[config.mk]
export PLATFORM = sky130hd
export DESIGN_NAME = ipv4_header_builder
export DESIGN_NICKNAME = d
export VERILOG_FILES = /design/src/hw/rtl/ihb_pkg.sv /design/src/hw/rtl/ihb_front.sv /design/src/hw/rtl/ihb_queue.sv /design/src/hw/rtl/ihb_back.sv /design/src/hw/rtl/ipv4_header_builder.sv
export SDC_FILE = /design/constraint.sdc
export NUM_CORES = 1
export LEC_CHECK = 0
export ABC_AREA = 1
export BUFFER_PORTS_ARGS = -buffer_cell sky130_fd_sc_hd__buf_4
export CORE_ASPECT_RATIO = 0.5
export CORE_MARGIN = 3
export CORE_UTILIZATION = 30
export DETAILED_ROUTE_END_ITERATION = 6
export GPL_ROUTABILITY_DRIVEN = 1
export PLACE_DENSITY = 0.57
export SYNTH_ARGS = -nofsm -noshare
export SYNTH_HDL_FRONTEND = slang
export SYNTH_SLANG_ARGS = --single-unit
[constraint.sdc]
create_clock -name clk_i -period 7 [get_ports clk_i]
set_input_delay 1.75 -clock clk_i [delete_from_list [all_inputs] [get_ports clk_i]]
set_output_delay 1.75 -clock clk_i [all_outputs]
set_load 0.02 [all_outputs]
[src/hw/rtl/ihb_pkg.sv]
// Shared types and constants for the IPv4 header builder.
// No dependencies; every other file refers to this package by scoped names.
package ihb_pkg;

  localparam int unsigned ADDR_W      = 32;
  localparam int unsigned WORD_W      = 16;
  localparam int unsigned IDX_W       = 4;
  localparam int unsigned PROTO_W     = 8;
  localparam int unsigned CFG_IDX_W   = 2;
  localparam int unsigned HDR_WORDS   = 10;
  localparam int unsigned HDR_BYTES   = 20;
  localparam int unsigned MAX_PAYLOAD = 1480;
  localparam int unsigned QDEPTH      = 2;
  localparam int unsigned QPTR_W      = (QDEPTH > 1) ? $clog2(QDEPTH) : 1;
  localparam int unsigned QCNT_W      = $clog2(QDEPTH + 1);
  localparam int unsigned SUM_W       = WORD_W + 3;  // seven 16-bit terms

  localparam logic [7:0]        VER_IHL    = 8'h45;
  localparam logic [7:0]        TTL_VALUE  = 8'd64;
  localparam logic [ADDR_W-1:0] BCAST_ADDR = 32'hFFFF_FFFF;
  localparam logic [IDX_W-1:0]  LAST_IDX   = IDX_W'(HDR_WORDS - 1);

  // Header word positions, word 0 first
  localparam logic [IDX_W-1:0] W_VER_TOS = 4'd0;
  localparam logic [IDX_W-1:0] W_TOT_LEN = 4'd1;
  localparam logic [IDX_W-1:0] W_ID      = 4'd2;
  localparam logic [IDX_W-1:0] W_FLAGS   = 4'd3;
  localparam logic [IDX_W-1:0] W_TTL_PRO = 4'd4;
  localparam logic [IDX_W-1:0] W_CSUM    = 4'd5;
  localparam logic [IDX_W-1:0] W_SRC_HI  = 4'd6;
  localparam logic [IDX_W-1:0] W_SRC_LO  = 4'd7;
  localparam logic [IDX_W-1:0] W_DST_HI  = 4'd8;
  localparam logic [IDX_W-1:0] W_DST_LO  = 4'd9;

  typedef enum logic [CFG_IDX_W-1:0] {
    REG_LOCAL_ADDR = 2'd0,
    REG_SUBNET     = 2'd1,
    REG_GATEWAY    = 2'd2
  } cfg_reg_e;

  // One classified request, as queued between front and back
  typedef struct packed {
    logic [ADDR_W-1:0]  src;
    logic [ADDR_W-1:0]  dst;
    logic [PROTO_W-1:0] proto;
    logic [WORD_W-1:0]  ip_len;
    logic [WORD_W-1:0]  csum;
    logic [ADDR_W-1:0]  next_hop;
    logic               bcast;
    logic               too_long;
  } desc_t;

  // Handshake between a producer and the queue, or the queue and a consumer
  typedef struct packed {
    logic  valid;
    desc_t desc;
  } desc_beat_t;

endpackage

[src/hw/rtl/ihb_front.sv]
// Front end: holds the configuration registers, accepts requests and
// classifies them (length check, checksum, next hop). Uses ihb_pkg.
module ihb_front (
  input  logic                            clk_i,
  input  logic                            rst_ni,
  input  logic                            cfg_we_i,
  input  logic [ihb_pkg::CFG_IDX_W-1:0]   cfg_index_i,
  input  logic [ihb_pkg::ADDR_W-1:0]      cfg_data_i,
  input  logic                            in_valid_i,
  output logic                            in_ready_o,
  input  logic [ihb_pkg::ADDR_W-1:0]      source_address_i,
  input  logic [ihb_pkg::ADDR_W-1:0]      destination_address_i,
  input  logic [ihb_pkg::PROTO_W-1:0]     protocol_number_i,
  input  logic [ihb_pkg::WORD_W-1:0]      payload_length_i,
  output ihb_pkg::desc_beat_t             push_o,
  input  logic                            push_ready_i
);

  logic [ihb_pkg::ADDR_W-1:0]  local_q, mask_q, gateway_q;
  logic                        valid_q;
  logic [ihb_pkg::ADDR_W-1:0]  src_q, dst_q;
  logic [ihb_pkg::PROTO_W-1:0] proto_q;
  logic [ihb_pkg::WORD_W-1:0]  plen_q;

  logic                        accept;
  logic                        push_fire;
  logic [ihb_pkg::WORD_W-1:0]  ip_len;
  logic [ihb_pkg::WORD_W-1:0]  ttl_proto;
  logic [ihb_pkg::SUM_W-1:0]   sum;
  logic [ihb_pkg::WORD_W:0]    fold1;
  logic [ihb_pkg::WORD_W-1:0]  fold2;
  logic                        on_subnet;
  ihb_pkg::desc_t              desc;

  always_ff @(posedge clk_i or negedge rst_ni) begin
    if (!rst_ni) begin
      local_q   <= '0;
      mask_q    <= '0;
      gateway_q <= '0;
    end else if (cfg_we_i) begin
      case (ihb_pkg::cfg_reg_e'(cfg_index_i))
        ihb_pkg::REG_LOCAL_ADDR: local_q   <= cfg_data_i;
        ihb_pkg::REG_SUBNET:     mask_q    <= cfg_data_i;
        ihb_pkg::REG_GATEWAY:    gateway_q <= cfg_data_i;
        default: ;
      endcase
    end
  end

  assign push_fire  = valid_q && push_ready_i;
  assign in_ready_o = !valid_q || push_ready_i;
  assign accept     = in_valid_i && in_ready_o;

  always_ff @(posedge clk_i or negedge rst_ni) begin
    if (!rst_ni) begin
      valid_q <= 1'b0;
    end else if (accept) begin
      valid_q <= 1'b1;
    end else if (push_fire) begin
      valid_q <= 1'b0;
    end
  end

  always_ff @(posedge clk_i) begin
    if (accept) begin
      src_q   <= source_address_i;
      dst_q   <= destination_address_i;
      proto_q <= protocol_number_i;
      plen_q  <= payload_length_i;
    end
  end

  // Checksum over the nine fixed/variable words; id, flags and TOS are zero
  always_comb begin
    ip_len    = plen_q + ihb_pkg::WORD_W'(ihb_pkg::HDR_BYTES);
    ttl_proto = {ihb_pkg::TTL_VALUE, proto_q};
    sum = ihb_pkg::SUM_W'({ihb_pkg::VER_IHL, 8'h00})
        + ihb_pkg::SUM_W'(ip_len)
        + ihb_pkg::SUM_W'(ttl_proto)
        + ihb_pkg::SUM_W'(src_q[31:16]) + ihb_pkg::SUM_W'(src_q[15:0])
        + ihb_pkg::SUM_W'(dst_q[31:16]) + ihb_pkg::SUM_W'(dst_q[15:0]);
    fold1 = (ihb_pkg::WORD_W+1)'(sum[ihb_pkg::WORD_W-1:0])
          + (ihb_pkg::WORD_W+1)'(sum[ihb_pkg::SUM_W-1:ihb_pkg::WORD_W]);
    // second fold cannot carry again
    fold2 = fold1[ihb_pkg::WORD_W-1:0] + ihb_pkg::WORD_W'(fold1[ihb_pkg::WORD_W]);
    on_subnet = (dst_q & mask_q) == (local_q & mask_q);

    desc           = '0;
    desc.too_long  = plen_q > ihb_pkg::WORD_W'(ihb_pkg::MAX_PAYLOAD);
    if (!desc.too_long) begin
      desc.src       = src_q;
      desc.dst       = dst_q;
      desc.proto     = proto_q;
      desc.ip_len    = ip_len;
      desc.csum      = ~fold2;
      desc.bcast     = dst_q == ihb_pkg::BCAST_ADDR;
      desc.next_hop  = desc.bcast ? '0 : (on_subnet ? dst_q : gateway_q);
    end
  end

  assign push_o.valid = valid_q;
  assign push_o.desc  = desc;

endmodule

[src/hw/rtl/ihb_queue.sv]
// Short FIFO of classified requests between front and back.
// Uses ihb_pkg for the descriptor type and depth.
module ihb_queue (
  input  logic                clk_i,
  input  logic                rst_ni,
  input  ihb_pkg::desc_beat_t push_i,
  output logic                push_ready_o,
  output ihb_pkg::desc_beat_t head_o,
  input  logic                pop_i
);

  ihb_pkg::desc_t              mem_q [ihb_pkg::QDEPTH];
  logic [ihb_pkg::QPTR_W-1:0]  wr_ptr_q, rd_ptr_q;
  logic [ihb_pkg::QCNT_W-1:0]  count_q;
  logic                        do_push, do_pop;

  assign push_ready_o = count_q != ihb_pkg::QCNT_W'(ihb_pkg::QDEPTH);
  assign do_push      = push_i.valid && push_ready_o;
  assign do_pop       = pop_i && (count_q != '0);

  always_ff @(posedge clk_i or negedge rst_ni) begin
    if (!rst_ni) begin
      wr_ptr_q <= '0;
      rd_ptr_q <= '0;
      count_q  <= '0;
    end else begin
      if (do_push) begin
        wr_ptr_q <= (wr_ptr_q == ihb_pkg::QPTR_W'(ihb_pkg::QDEPTH - 1)) ? '0
                                                                       : wr_ptr_q + 1'b1;
      end
      if (do_pop) begin
        rd_ptr_q <= (rd_ptr_q == ihb_pkg::QPTR_W'(ihb_pkg::QDEPTH - 1)) ? '0
                                                                       : rd_ptr_q + 1'b1;
      end
      if (do_push && !do_pop) begin
        count_q <= count_q + 1'b1;
      end else if (do_pop && !do_push) begin
        count_q <= count_q - 1'b1;
      end
    end
  end

  always_ff @(posedge clk_i) begin
    if (do_push) begin
      mem_q[wr_ptr_q] <= push_i.desc;
    end
  end

  assign head_o.valid = count_q != '0;
  assign head_o.desc  = mem_q[rd_ptr_q];

endmodule

[src/hw/rtl/ihb_back.sv]
// Back end: walks the queue head word by word into the output register, or gives
// one too_long beat. Uses ihb_pkg for word positions and the descriptor type.
module ihb_back (
  input  logic                        clk_i,
  input  logic                        rst_ni,
  input  ihb_pkg::desc_beat_t         head_i,
  output logic                        pop_o,
  output logic                        out_valid_o,
  input  logic                        out_ready_i,
  output logic [ihb_pkg::WORD_W-1:0]  header_word_o,
  output logic [ihb_pkg::IDX_W-1:0]   word_index_o,
  output logic [ihb_pkg::ADDR_W-1:0]  next_hop_o,
  output logic                        is_broadcast_o,
  output logic                        too_long_o,
  output logic                        last_word_o
);

  logic [ihb_pkg::IDX_W-1:0]  idx_q;
  logic                       out_valid_q;
  logic [ihb_pkg::WORD_W-1:0] word_q;
  logic [ihb_pkg::IDX_W-1:0]  widx_q;
  logic [ihb_pkg::ADDR_W-1:0] hop_q;
  logic                       bcast_q, long_q, last_q;

  logic                       load;
  logic                       last;
  logic [ihb_pkg::WORD_W-1:0] word;
  ihb_pkg::desc_t             d;

  assign d    = head_i.desc;
  assign load = head_i.valid && (!out_valid_q || out_ready_i);
  assign last = d.too_long || (idx_q == ihb_pkg::LAST_IDX);
  assign pop_o = load && last;

  always_comb begin
    case (idx_q)
      ihb_pkg::W_VER_TOS: word = {ihb_pkg::VER_IHL, 8'h00};
      ihb_pkg::W_TOT_LEN: word = d.ip_len;
      ihb_pkg::W_ID:      word = '0;
      ihb_pkg::W_FLAGS:   word = '0;
      ihb_pkg::W_TTL_PRO: word = {ihb_pkg::TTL_VALUE, d.proto};
      ihb_pkg::W_CSUM:    word = d.csum;
      ihb_pkg::W_SRC_HI:  word = d.src[31:16];
      ihb_pkg::W_SRC_LO:  word = d.src[15:0];
      ihb_pkg::W_DST_HI:  word = d.dst[31:16];
      ihb_pkg::W_DST_LO:  word = d.dst[15:0];
      default:            word = '0;
    endcase
  end

  always_ff @(posedge clk_i or negedge rst_ni) begin
    if (!rst_ni) begin
      idx_q       <= '0;
      out_valid_q <= 1'b0;
    end else begin
      if (load) begin
        idx_q <= last ? '0 : idx_q + 1'b1;
      end
      if (load) begin
        out_valid_q <= 1'b1;
      end else if (out_ready_i) begin
        out_valid_q <= 1'b0;
      end
    end
  end

  always_ff @(posedge clk_i) begin
    if (load) begin
      word_q  <= d.too_long ? '0 : word;
      widx_q  <= d.too_long ? '0 : idx_q;
      hop_q   <= d.next_hop;
      bcast_q <= d.bcast;
      long_q  <= d.too_long;
      last_q  <= last;
    end
  end

  assign out_valid_o    = out_valid_q;
  assign header_word_o  = word_q;
  assign word_index_o   = widx_q;
  assign next_hop_o     = hop_q;
  assign is_broadcast_o = bcast_q;
  assign too_long_o     = long_q;
  assign last_word_o    = last_q;

endmodule

[src/hw/rtl/ipv4_header_builder.sv]
// Builds a 20-byte IPv4 header per request and streams it as ten 16-bit words,
// word 0 first, each tagged with its index, the next hop and the broadcast flag;
// a payload over 1480 bytes yields one too_long beat instead. A request costs ten
// output beats (one per cycle while the receiver is ready), since the output register
// holds a single word. An accepted request passes the front register and the queue
// before its first word enters the output register; a two-entry queue lets new requests
// be accepted and classified while earlier headers are still streaming. Configure
// registers only while idle. Depends on ihb_pkg, ihb_front, ihb_queue and ihb_back.
module ipv4_header_builder (
  input  logic                            clk_i,
  input  logic                            rst_ni,
  input  logic                            cfg_we_i,
  input  logic [ihb_pkg::CFG_IDX_W-1:0]   cfg_index_i,
  input  logic [ihb_pkg::ADDR_W-1:0]      cfg_data_i,
  input  logic                            in_valid_i,
  output logic                            in_ready_o,
  input  logic [ihb_pkg::ADDR_W-1:0]      source_address_i,
  input  logic [ihb_pkg::ADDR_W-1:0]      destination_address_i,
  input  logic [ihb_pkg::PROTO_W-1:0]     protocol_number_i,
  input  logic [ihb_pkg::WORD_W-1:0]      payload_length_i,
  output logic                            out_valid_o,
  input  logic                            out_ready_i,
  output logic [ihb_pkg::WORD_W-1:0]      header_word_o,
  output logic [ihb_pkg::IDX_W-1:0]       word_index_o,
  output logic [ihb_pkg::ADDR_W-1:0]      next_hop_o,
  output logic                            is_broadcast_o,
  output logic                            too_long_o,
  output logic                            last_word_o
);

  ihb_pkg::desc_beat_t push;
  ihb_pkg::desc_beat_t head;
  logic                push_ready;
  logic                pop;

  ihb_front u_front (
    .clk_i                 (clk_i),
    .rst_ni                (rst_ni),
    .cfg_we_i              (cfg_we_i),
    .cfg_index_i           (cfg_index_i),
    .cfg_data_i            (cfg_data_i),
    .in_valid_i            (in_valid_i),
    .in_ready_o            (in_ready_o),
    .source_address_i      (source_address_i),
    .destination_address_i (destination_address_i),
    .protocol_number_i     (protocol_number_i),
    .payload_length_i      (payload_length_i),
    .push_o                (push),
    .push_ready_i          (push_ready)
  );

  ihb_queue u_queue (
    .clk_i        (clk_i),
    .rst_ni       (rst_ni),
    .push_i       (push),
    .push_ready_o (push_ready),
    .head_o       (head),
    .pop_i        (pop)
  );

  ihb_back u_back (
    .clk_i          (clk_i),
    .rst_ni         (rst_ni),
    .head_i         (head),
    .pop_o          (pop),
    .out_valid_o    (out_valid_o),
    .out_ready_i    (out_ready_i),
    .header_word_o  (header_word_o),
    .word_index_o   (word_index_o),
    .next_hop_o     (next_hop_o),
    .is_broadcast_o (is_broadcast_o),
    .too_long_o     (too_long_o),
    .last_word_o    (last_word_o)
  );

`ifndef SYNTH
  // a header beat that is not the last is followed at once by the next word
  a_words_contiguous: assert property (@(posedge clk_i) disable iff (!rst_ni)
    out_valid_o && out_ready_i && !last_word_o |=>
      out_valid_o && word_index_o == $past(word_index_o) + 1'b1)
    else $error("header words not contiguous");

  a_too_long_alone: assert property (@(posedge clk_i) disable iff (!rst_ni)
    out_valid_o && too_long_o |->
      last_word_o && header_word_o == '0 && word_index_o == '0 && !is_broadcast_o)
    else $error("length error beat malformed");

  a_last_at_end: assert property (@(posedge clk_i) disable iff (!rst_ni)
    out_valid_o && !too_long_o |->
      last_word_o == (word_index_o == ihb_pkg::LAST_IDX))
    else $error("last flag out of place");

  a_bcast_no_hop: assert property (@(posedge clk_i) disable iff (!rst_ni)
    out_valid_o && is_broadcast_o |-> next_hop_o == '0)
    else $error("broadcast carries a next hop");
`endif

endmodule

==> results of run 1 <==
-- routing by layer --
metal	share of wire	vias up	GRT usage
li1	-	8299	-
met1	0.45	8494	0.231
met2	0.46	512	0.259
met3	0.071	87	0.0350
met4	0.025	0	0.0457
met5	0	-	0
-- metrics by stage --
stage	util	instance area (sq um)
6_report	0.377	30200
5_1_grt	0.377	30200
4_1_cts	0.374	30000
3_5_place_dp	0.349	28000
3_3_place_gp	0.349	28000
2_1_floorplan	-	24600
-- cell families after synthesis --
family	count (synthesis)	share of synthesized area
and+or+nand+nor	1019	0.175
DFF	525	0.623
buffers and inverters	354	0.0553
AOI/OAI and AO/OA	286	0.0684
adders and majority gates	96	0.0666
xor gates and xnor gates	27	0.00967
muxes	3	0.00133
other	1	0.000153
-- cell usage in the layout (no fill, tap or decap), drive strengths merged, types with 65 or more instances in the layout --
cell type and n:
nand2 647, nand3 91, a21oi 90, buf 341, edfxtp 419, dfrtp 106, clkbuf 65, nor2 226
o21ai 129, inv 269
-- final timing paths --
kind / from / cells after the start / slack (ns) / end
worst max-delay path: u_front.plen_q[3]$_DFFE_PP_ / 50 / -0.42 / u_queue.mem_q[1][49]$_DFFE_PP_
worst min register to register: u_front.mask_q[3]$_DFFE_PN0P_ / 2 / 0.48 / u_front.mask_q[3]$_DFFE_PN0P_
min in group asynchronous: rst_ni / 1 / 1.19 / u_back.out_valid_o$_DFFE_PN0P_
max in group asynchronous: rst_ni / 2 / 4.52 / u_front.gateway_q[5]$_DFFE_PN0P_
worst max register to register: u_front.plen_q[3]$_DFFE_PP_ / 50 / -0.42 / u_queue.mem_q[1][49]$_DFFE_PP_
worst min-delay path: u_front.mask_q[3]$_DFFE_PN0P_ / 2 / 0.48 / u_front.mask_q[3]$_DFFE_PN0P_
-- state kept, by name, indices dropped and copies added (netlist names) --
name and flops:
u_back.last_word_o 1, u_back.out_valid_o 1, u_back.too_long_o 1, u_queue.wr_ptr_q 1, u_queue.rd_ptr_q 1, u_front.valid_q 1
u_front.dst_q 32, u_front.gateway_q 32, u_front.local_q 32, u_queue.count_q 2, u_front.plen_q 16, u_front.src_q 32
u_back.idx_q 4, u_back.next_hop_o 32, u_back.word_index_o 4, u_front.mask_q 32, u_back.header_word_o 16, u_front.proto_q 8
u_back.is_broadcast_o 1, u_queue.mem_q 276
-- timing repair --
item,4_1_cts,5_1_grt
setup buffers,34,10
resized for setup,25,41
hold buffers,0,0
pin swaps,27,23
setup endpoints to repair,24,30
-- area by class of cell --
| class | count | area share |
|---|---|---|
| multi-input cells | 1441 | 0.276 |
| repair buffers | 341 | 0.0854 |
| inverters | 270 | 0.0338 |
| flip-flops and latches | 525 | 0.505 |
| clock inverters | 28 | 0.00842 |
| clock buffers | 65 | 0.0457 |
| well taps | 1087 | 0.0451 |
-- worst max-delay path: cells and delay by family, from the launching register on --
kind                     cells  cell delay [ns]
flip-flops                   1             0.41
XOR/XNOR                     1             0.18
buffers and inverters       18             1.77
adder cells (fa/ha/maj)      7             2.43
AO/OA/AOI/OAI                3             0.53
AND/OR/NAND/NOR             21             1.85
==> impl_metrics.py, run 1 <==
metrics = {
    "status": {
        "status": "complete, but fails checks",
        "violations": "setup timing",
    },
    "layout": {
        "stdcell_count": 3757,
        "final_layout_size_suffix_gt1_frac": 0.215,
        "finalNetCount": 2852,
        "area_growth_pct": 23.4,
        "nFillCells": 7865,
        "final-seq-area_sq_um": 15200,
        "multiInputGateArea_sq_um": 8340,
        "n_antenna_cell": 0,
    },
    "clock_tree": {
        "cts_buffers": 50,
        "ctsLongestPathBuffers": 3,
        "cts_tree": "yes",
        "clk_latency_ns": 0.62,
        "cts_root_buffer": "clkbuf_16",
        "htree_levels": 2,
        "clkTransAtPathRegs_ns": 0.07,
        "cts_sinks": 525,
    },
    "sta": {
        "hold_violations": 0,
        "whs_ns": 0.481,
        "finalSetupViolCount": 22,
        "timing.final.ws_setup_ns": -0.421,
        "layout_min_cycle_time_ns": 7.42,
        "relSlewSlack": 0.220,
        "tns_ns": -6.75,
        "slew_viol_final": 0,
        "worst_pin_slew_ns": 1.17,
        "skew_ns": 0.0301,
        "fin_crit_sh": 1.06,
        "fmax_mhz": 135,
        "rsz0062_at_grt": "true",
    },
    "global_routing": {
        "grt_max_degree": 69,
        "grt_pass1_vias": 17000,
        "grt_antenna_before_repair": 1,
        "grt_pass1_wl_microns": 106000,
        "grt_usage": 0.165,
        "grt_overflow_total": 0,
    },
    "drt": {
        "vias": 17400,
        "wl_per_cell_microns": 19.1,
        "drt-initial-drc-count": 1446,
        "routed_via_density": 4.63,
        "routed_wl_microns": 71700,
        "first_pass_iters": 5,
        "drcViolationCount": 0,
        "antenna_left": 0,
    },
    "yosys": {
        "synth_top_cells_by_count": "nand2_1 (626), edfxtp_1 (419), inv_1 (257)",
        "syn_area_sq_um": 24400,
        "synth-main-ff-cell": "edfxtp_1",
        "netlist_instances": 2311,
        "yosys_warnings": 0,
        "yosys.area.top_type": "edfxtp_1",
        "synth_top_area_frac": 0.515,
        "ys_ff_latch": 525,
        "ys_types": 56,
        "synth.area.top_cells": "edfxtp_1 (51%), dfrtp_1 (11%), nand2_1 (9.6%), fa_1 (4.7%), inv_1 (3.9%)",
        "synth_edf_count": 419,
        "yosysMostFrequentCell": "nand2_1",
        "yosysSeqAreaShare": 0.623,
        "syn-mean-instance-area_sq_um": 10.6,
        "async_flop_share": 0.202,
    },
    "critical_path": {
        "max_stage_delay_ns": 0.55,
        "cp.required_ns": 7.36,
        "critPathCaptureType": "flip-flop",
        "worstSetupPathType": "reg -> reg",
        "critPathArrivalTime_ns": 7.78,
        "start_kind": "flip-flop",
        "critPathMostFrequentCell": "buf_4",
        "cp_max_fo": 3,
        "cp_slowest_cell": "fa_1",
    },
    "placement": {
        "dp.cells": 3624,
        "io_buffers": 183,
        "dp_hpwl_microns": 51700,
        "dp_slack_ns": -0.642,
        "place_congestion": 0.881,
    },
    "floorplanning": {
        "start_util": 0.305,
        "die_h_microns": 208,
        "rows": 73,
        "die_area_sq_um": 85200,
        "coreArea_sq_um": 80100,
        "die_x_microns": 410,
        "boundaryPins": 184,
    },
    "job": {
        "cap_viol_max_count": 0,
    },
    "worst_hold_path": {
        "min_path_type": "reg -> reg",
    },
}
Power of run 1 is not shown: default switching activity piles up to over one toggle a cycle in this logic, so the estimate is an artifact.
==> inputs of run 2 (changes only) <==
- clock period: 7 -> 6 ns (I/O delays scaled with it)
==> run 2 against run 1 <==
Net effect:
- the flow still finishes with violations (setup timing)
- first-iteration DRC count grew 7.9%
- clock skew about the same
- sequential share of layout area down 0.91 points
- final area up 1.8%
- register-to-register slack got worse by 1.0 ns
- critical endpoint is now u_queue.mem_q[1][44]$_DFFE_PP_
- largest cell class unchanged
==> impl_metrics.py, run 2 (synthesis results as in run 1) <==
metrics = {
    "drt": {
        "first_pass_iters": 5,
        "drt-initial-drc-count": 1560,
        "antenna_left": 0,
        "vias": 17500,
        "routed_via_density": 4.58,
        "routed_wl_microns": 71900,
        "drcViolationCount": 0,
        "wl_per_cell_microns": 18.8,
    },
    "floorplanning": {
        "rows": 73,
        "coreArea_sq_um": 80100,
        "die_h_microns": 208,
        "die_area_sq_um": 85200,
        "boundaryPins": 184,
        "die_x_microns": 410,
        "start_util": 0.305,
    },
    "critical_path": {
        "r2r-start": "u_front.plen_q[2]$_DFFE_PP_",
        "r2r_cells": 50,
        "startpoint": "u_front.plen_q[2]$_DFFE_PP_",
        "cp_slowest_cell": "fa_1",
        "max_stage_delay_ns": 0.50,
        "worstSetupPathType": "reg -> reg",
        "r2r_slack_ns": -1.43,
        "worstSetupEndpoint": "u_queue.mem_q[1][44]$_DFFE_PP_",
        "cp.required_ns": 6.45,
        "critPathArrivalTime_ns": 7.88,
        "r2r_end": "u_queue.mem_q[1][44]$_DFFE_PP_",
        "start_kind": "flip-flop",
        "critPathCaptureType": "flip-flop",
        "cp_max_fo": 4,
    },
    "sta": {
        "slew_viol_final": 0,
        "finalSetupViolCount": 32,
        "hold_violations": 0,
        "relSlewSlack": 0.198,
        "worst_pin_slew_ns": 1.19,
        "layout_min_cycle_time_ns": 7.43,
        "rsz0062_at_grt": "true",
        "fin_crit_sh": 1.24,
        "skew_ns": 0.0300,
        "timing.final.ws_setup_ns": -1.43,
        "fmax_mhz": 135,
    },
    "clock_tree": {
        "clk_latency_ns": 0.62,
        "cts_buffers": 51,
        "cts_tree": "yes",
        "ctsLongestPathBuffers": 3,
        "htree_levels": 2,
        "cts_sinks": 525,
        "clkTransAtPathRegs_ns": 0.06,
        "cts_root_buffer": "clkbuf_16",
    },
    "status": {
        "violations": "setup timing",
        "status": "complete, but fails checks",
    },
    "global_routing": {
        "grt_antenna_before_repair": 0,
        "grt_max_degree": 140,
        "grt_usage": 0.167,
        "grt_pass1_wl_microns": 108000,
        "grt_pass1_vias": 17300,
        "grt_overflow_total": 0,
    },
    "placement": {
        "io_buffers": 183,
        "dp_hpwl_microns": 51700,
        "place_congestion": 0.887,
        "dp.cells": 3695,
    },
    "layout": {
        "final_layout_size_suffix_gt1_frac": 0.232,
        "layout_commonest_cell": "nand2_1",
        "final_cell_mix": "nand2_1 (609), edfxtp_1 (419), buf_4 (397)",
        "stdcell_count": 3823,
        "largest_register": "u_queue.mem_q",
        "finalNetCount": 2917,
        "largest_reg_flops": 276,
        "area_growth_pct": 25.6,
    },
    "worst_hold_path": {
        "min_path_type": "reg -> reg",
    },
    "job": {
        "cap_viol_max_count": 0,
    },
}
-- run 2: cell types whose count changed in the layout (fill, tap and decap cells not counted), moves of 3 or more --
cell / before / now
buf_4: 337 / 397
clkbuf_1: 8 / 17
clkbuf_8: 7 / 2
clkinv_1: 11 / 7
clkinv_2: 11 / 8
-- run 2: metrics by stage --
step / hold WS (ns) / TNS (ns) / utilization / area (sq um) / setup WS [ns]
finish: 0.482 / -34.52 / 0.383 / 30700 / -1.43
global route: 0.503 / -50.23 / 0.383 / 30700 / -1.95
CTS: 0.486 / -31.29 / 0.380 / 30500 / -1.32
detailed placement: 0.468 / -39.27 / 0.356 / 28500 / -1.57
global placement: 0.459 / -31.58 / 0.356 / 28500 / -1.34
floorplan: 0.447 / -25.41 / - / 24600 / -1.21
-- run 2: layer usage --
metal | GRT usage | part of all wire
met1 | 0.238 | 0.46
met2 | 0.263 | 0.46
met3 | 0.0277 | 0.063
met4 | 0.0425 | 0.021
met5 | 0 | 0
-- run 2: area by class of cell --
class,count,area [sq um]
timing repair buffer,405,3090
clock buffer,71,1390
multi-input combinational,1441,8390
tap,1087,1360
antenna,1,2.50
inverter,270,1020
sequential,525,15200
fill,7846,49400
clock inverter,23,228
-- run 2: worst min path at each step --
stage / start / to / slack (ns) / depth (start not counted)
3_3_place_gp: u_front.mask_q[11]$_DFFE_PN0P_ / u_front.mask_q[11]$_DFFE_PN0P_ / 0.46 / 2
2_1_floorplan: u_front.mask_q[18]$_DFFE_PN0P_ / u_front.mask_q[18]$_DFFE_PN0P_ / 0.45 / 2
4_1_cts: u_front.mask_q[6]$_DFFE_PN0P_ / u_front.mask_q[6]$_DFFE_PN0P_ / 0.49 / 2
5_1_grt: u_front.mask_q[1]$_DFFE_PN0P_ / u_front.mask_q[1]$_DFFE_PN0P_ / 0.50 / 2
3_5_place_dp: u_front.mask_q[6]$_DFFE_PN0P_ / u_front.mask_q[6]$_DFFE_PN0P_ / 0.47 / 2
6_report: u_front.mask_q[0]$_DFFE_PN0P_ / u_front.mask_q[0]$_DFFE_PN0P_ / 0.48 / 2
-- run 2: repair_timing --
action,CTS,global route
hold buffers,0,0
pin swaps,30,29
gates resized for setup,34,45
setup buffers,25,9
endpoints found under the setup margin,32,32
-- run 2: worst max-delay path, delay by kind of cell (launching register included) --
family	cells	cell delay, ns
compound gates	4	0.58
xor+xnor	3	0.51
fa+ha+maj	9	2.58
buf+inv	11	0.85
flops	1	0.38
simple gates	23	2.35
Power of run 2 is left out for the same reason.
==> inputs of run 3 (changes only) <==
- PLACE_DENSITY: 0.57 -> default
- PLACE_DENSITY_LB_ADDON: default -> 0.12
==> run 3 against run 2 <==
Net effect:
- highest routed layer unchanged
- count of clock-buffer cells in the layout shrank 6
- the run still ends with setup timing left
- die area is the same
- non-clock buffer count grew 43
- flip-flop and latch count is the same
- critical endpoint is now u_queue.mem_q[1][49]$_DFFE_PP_
- clock skew shrank 0.0093 ns
==> impl_metrics.py, run 3 (synthesis results as in run 1) <==
metrics = {
    "sta": {
        "skew_ns": 0.0208,
        "slew_viol_final": 0,
        "timing.final.ws_setup_ns": -1.42,
        "rsz0062_at_grt": "true",
        "layout_min_cycle_time_ns": 7.42,
        "hold_violations": 0,
        "relSlewSlack": 0.242,
        "fmax_mhz": 135,
        "worst_pin_slew_ns": 1.14,
        "fin_crit_sh": 1.24,
        "finalSetupViolCount": 32,
    },
    "floorplanning": {
        "die_area_sq_um": 85200,
        "boundaryPins": 184,
        "die_x_microns": 410,
        "rows": 73,
        "die_h_microns": 208,
        "coreArea_sq_um": 80100,
        "start_util": 0.305,
    },
    "placement": {
        "place_congestion": 0.875,
        "io_buffers": 183,
        "dp_hpwl_microns": 56800,
    },
    "status": {
        "violations": "setup timing",
        "status": "complete, but fails checks",
    },
    "layout": {
        "nFillCells": 7962,
        "final_cell_mix": "nand2_1 (608), buf_4 (435), edfxtp_1 (419)",
        "final_layout_size_suffix_gt1_frac": 0.250,
        "layout_commonest_cell": "nand2_1",
        "largest_register": "u_queue.mem_q",
        "largest_reg_flops": 276,
        "n_antenna_cell": 0,
        "finalNetCount": 2960,
        "fin_util": 0.391,
        "area_growth_pct": 28.0,
    },
    "global_routing": {
        "grt_pass1_vias": 17600,
        "grt_overflow_total": 0,
        "grt_pass1_wl_microns": 116000,
        "grt_max_degree": 140,
        "grt_antenna_before_repair": 1,
        "grt_usage": 0.186,
    },
    "critical_path": {
        "r2r_cells": 52,
        "start_kind": "flip-flop",
        "cp.required_ns": 6.36,
        "worstSetupPathType": "reg -> reg",
        "r2r_slack_ns": -1.42,
        "cp_slowest_cell": "fa_1",
        "cp_max_fo": 4,
        "max_stage_delay_ns": 0.51,
        "critPathArrivalTime_ns": 7.78,
        "r2r-start": "u_front.plen_q[2]$_DFFE_PP_",
        "critPathCaptureType": "flip-flop",
        "r2r_end": "u_queue.mem_q[1][49]$_DFFE_PP_",
    },
    "worst_hold_path": {
        "hp-start": "u_front.mask_q[25]$_DFFE_PN0P_",
        "worstHoldEndpoint": "u_front.mask_q[25]$_DFFE_PN0P_",
        "holdPathStages": 2,
        "min_path_type": "reg -> reg",
    },
    "drt": {
        "first_pass_iters": 6,
        "drcViolationCount": 0,
        "routed_via_density": 4.54,
        "drt-initial-drc-count": 1371,
        "antenna_left": 0,
        "wl_per_cell_microns": 20.6,
        "vias": 17600,
        "routed_wl_microns": 79500,
    },
    "clock_tree": {
        "clkTransAtPathRegs_ns": 0.07,
        "clk_latency_ns": 0.62,
        "cts_root_buffer": "clkbuf_16",
        "ctsLongestPathBuffers": 3,
        "cts_buffers": 51,
        "cts_sinks": 525,
        "cts_tree": "yes",
        "htree_levels": 2,
    },
    "job": {
        "cap_viol_max_count": 0,
    },
}
-- run 3: stage by stage --
stage               TNS (ns)  instance area [sq um]  std cells  setup slack (ns)  hold WS (ns)
floorplan             -25.41                  24600       2320             -1.21         0.447
global placement      -31.73                  28800       3722             -1.35         0.461
detailed placement    -36.70                  28800       3722             -1.52         0.467
CTS                   -31.70                  31000       3855             -1.33         0.485
global route          -47.72                  31300       3866             -1.86         0.506
finish                -35.41                  31300       3866             -1.42         0.486
-- run 3: cell type report --
| class | count | area, sq um | share of cell area |
|---|---|---|---|
| sequential | 525 | 15200 | 0.487 |
| multi-input combinational | 1441 | 8460 | 0.270 |
| timing repair buffer | 448 | 3440 | 0.110 |
| clock buffer | 65 | 1390 | 0.0444 |
| tap | 1087 | 1360 | 0.0434 |
| inverter | 270 | 1020 | 0.0326 |
| clock inverter | 30 | 395 | 0.0126 |
-- run 3: worst max-delay path by stage --
stage                                 from                             end  slack (ns)  cells past startpoint
2_1_floorplan  u_front.plen_q[2]$_DFFE_PP_  u_queue.mem_q[0][49]$_DFFE_PP_       -1.21                     51
3_3_place_gp   u_front.plen_q[3]$_DFFE_PP_  u_queue.mem_q[0][47]$_DFFE_PP_       -1.35                     48
3_5_place_dp   u_front.plen_q[2]$_DFFE_PP_  u_queue.mem_q[0][49]$_DFFE_PP_       -1.52                     50
4_1_cts        u_front.plen_q[2]$_DFFE_PP_  u_queue.mem_q[1][49]$_DFFE_PP_       -1.33                     52
5_1_grt        u_front.plen_q[2]$_DFFE_PP_  u_queue.mem_q[1][49]$_DFFE_PP_       -1.86                     51
6_report       u_front.plen_q[2]$_DFFE_PP_  u_queue.mem_q[1][49]$_DFFE_PP_       -1.42                     52
-- run 3: repair_timing --
action                     4_1_cts  5_1_grt
setup endpoints to repair       32       32
gates resized for setup         30       64
setup buffers                   40       13
cloned                           0        0
pin swaps                       40       27
hold buffers                     0        0
-- run 3: worst max-delay path, delay by kind of cell (launching register included) --
family,cells,cell delay (ns)
flops,1,0.38
compound gates,4,0.57
fa+ha+maj,7,2.23
xor+xnor,2,0.30
simple gates,30,3.13
buf+inv,9,0.54
-- run 3: metal layers --
metal  track usage  vias to the layer above  wire [microns]
met1         0.266                     8638           38100
met4        0.0432                        0            1740
met5             0                        -               0
li1              -                     8517               -
met2         0.290                      317           35400
met3        0.0371                       86            4160
Power of run 3 is left out for the same reason.
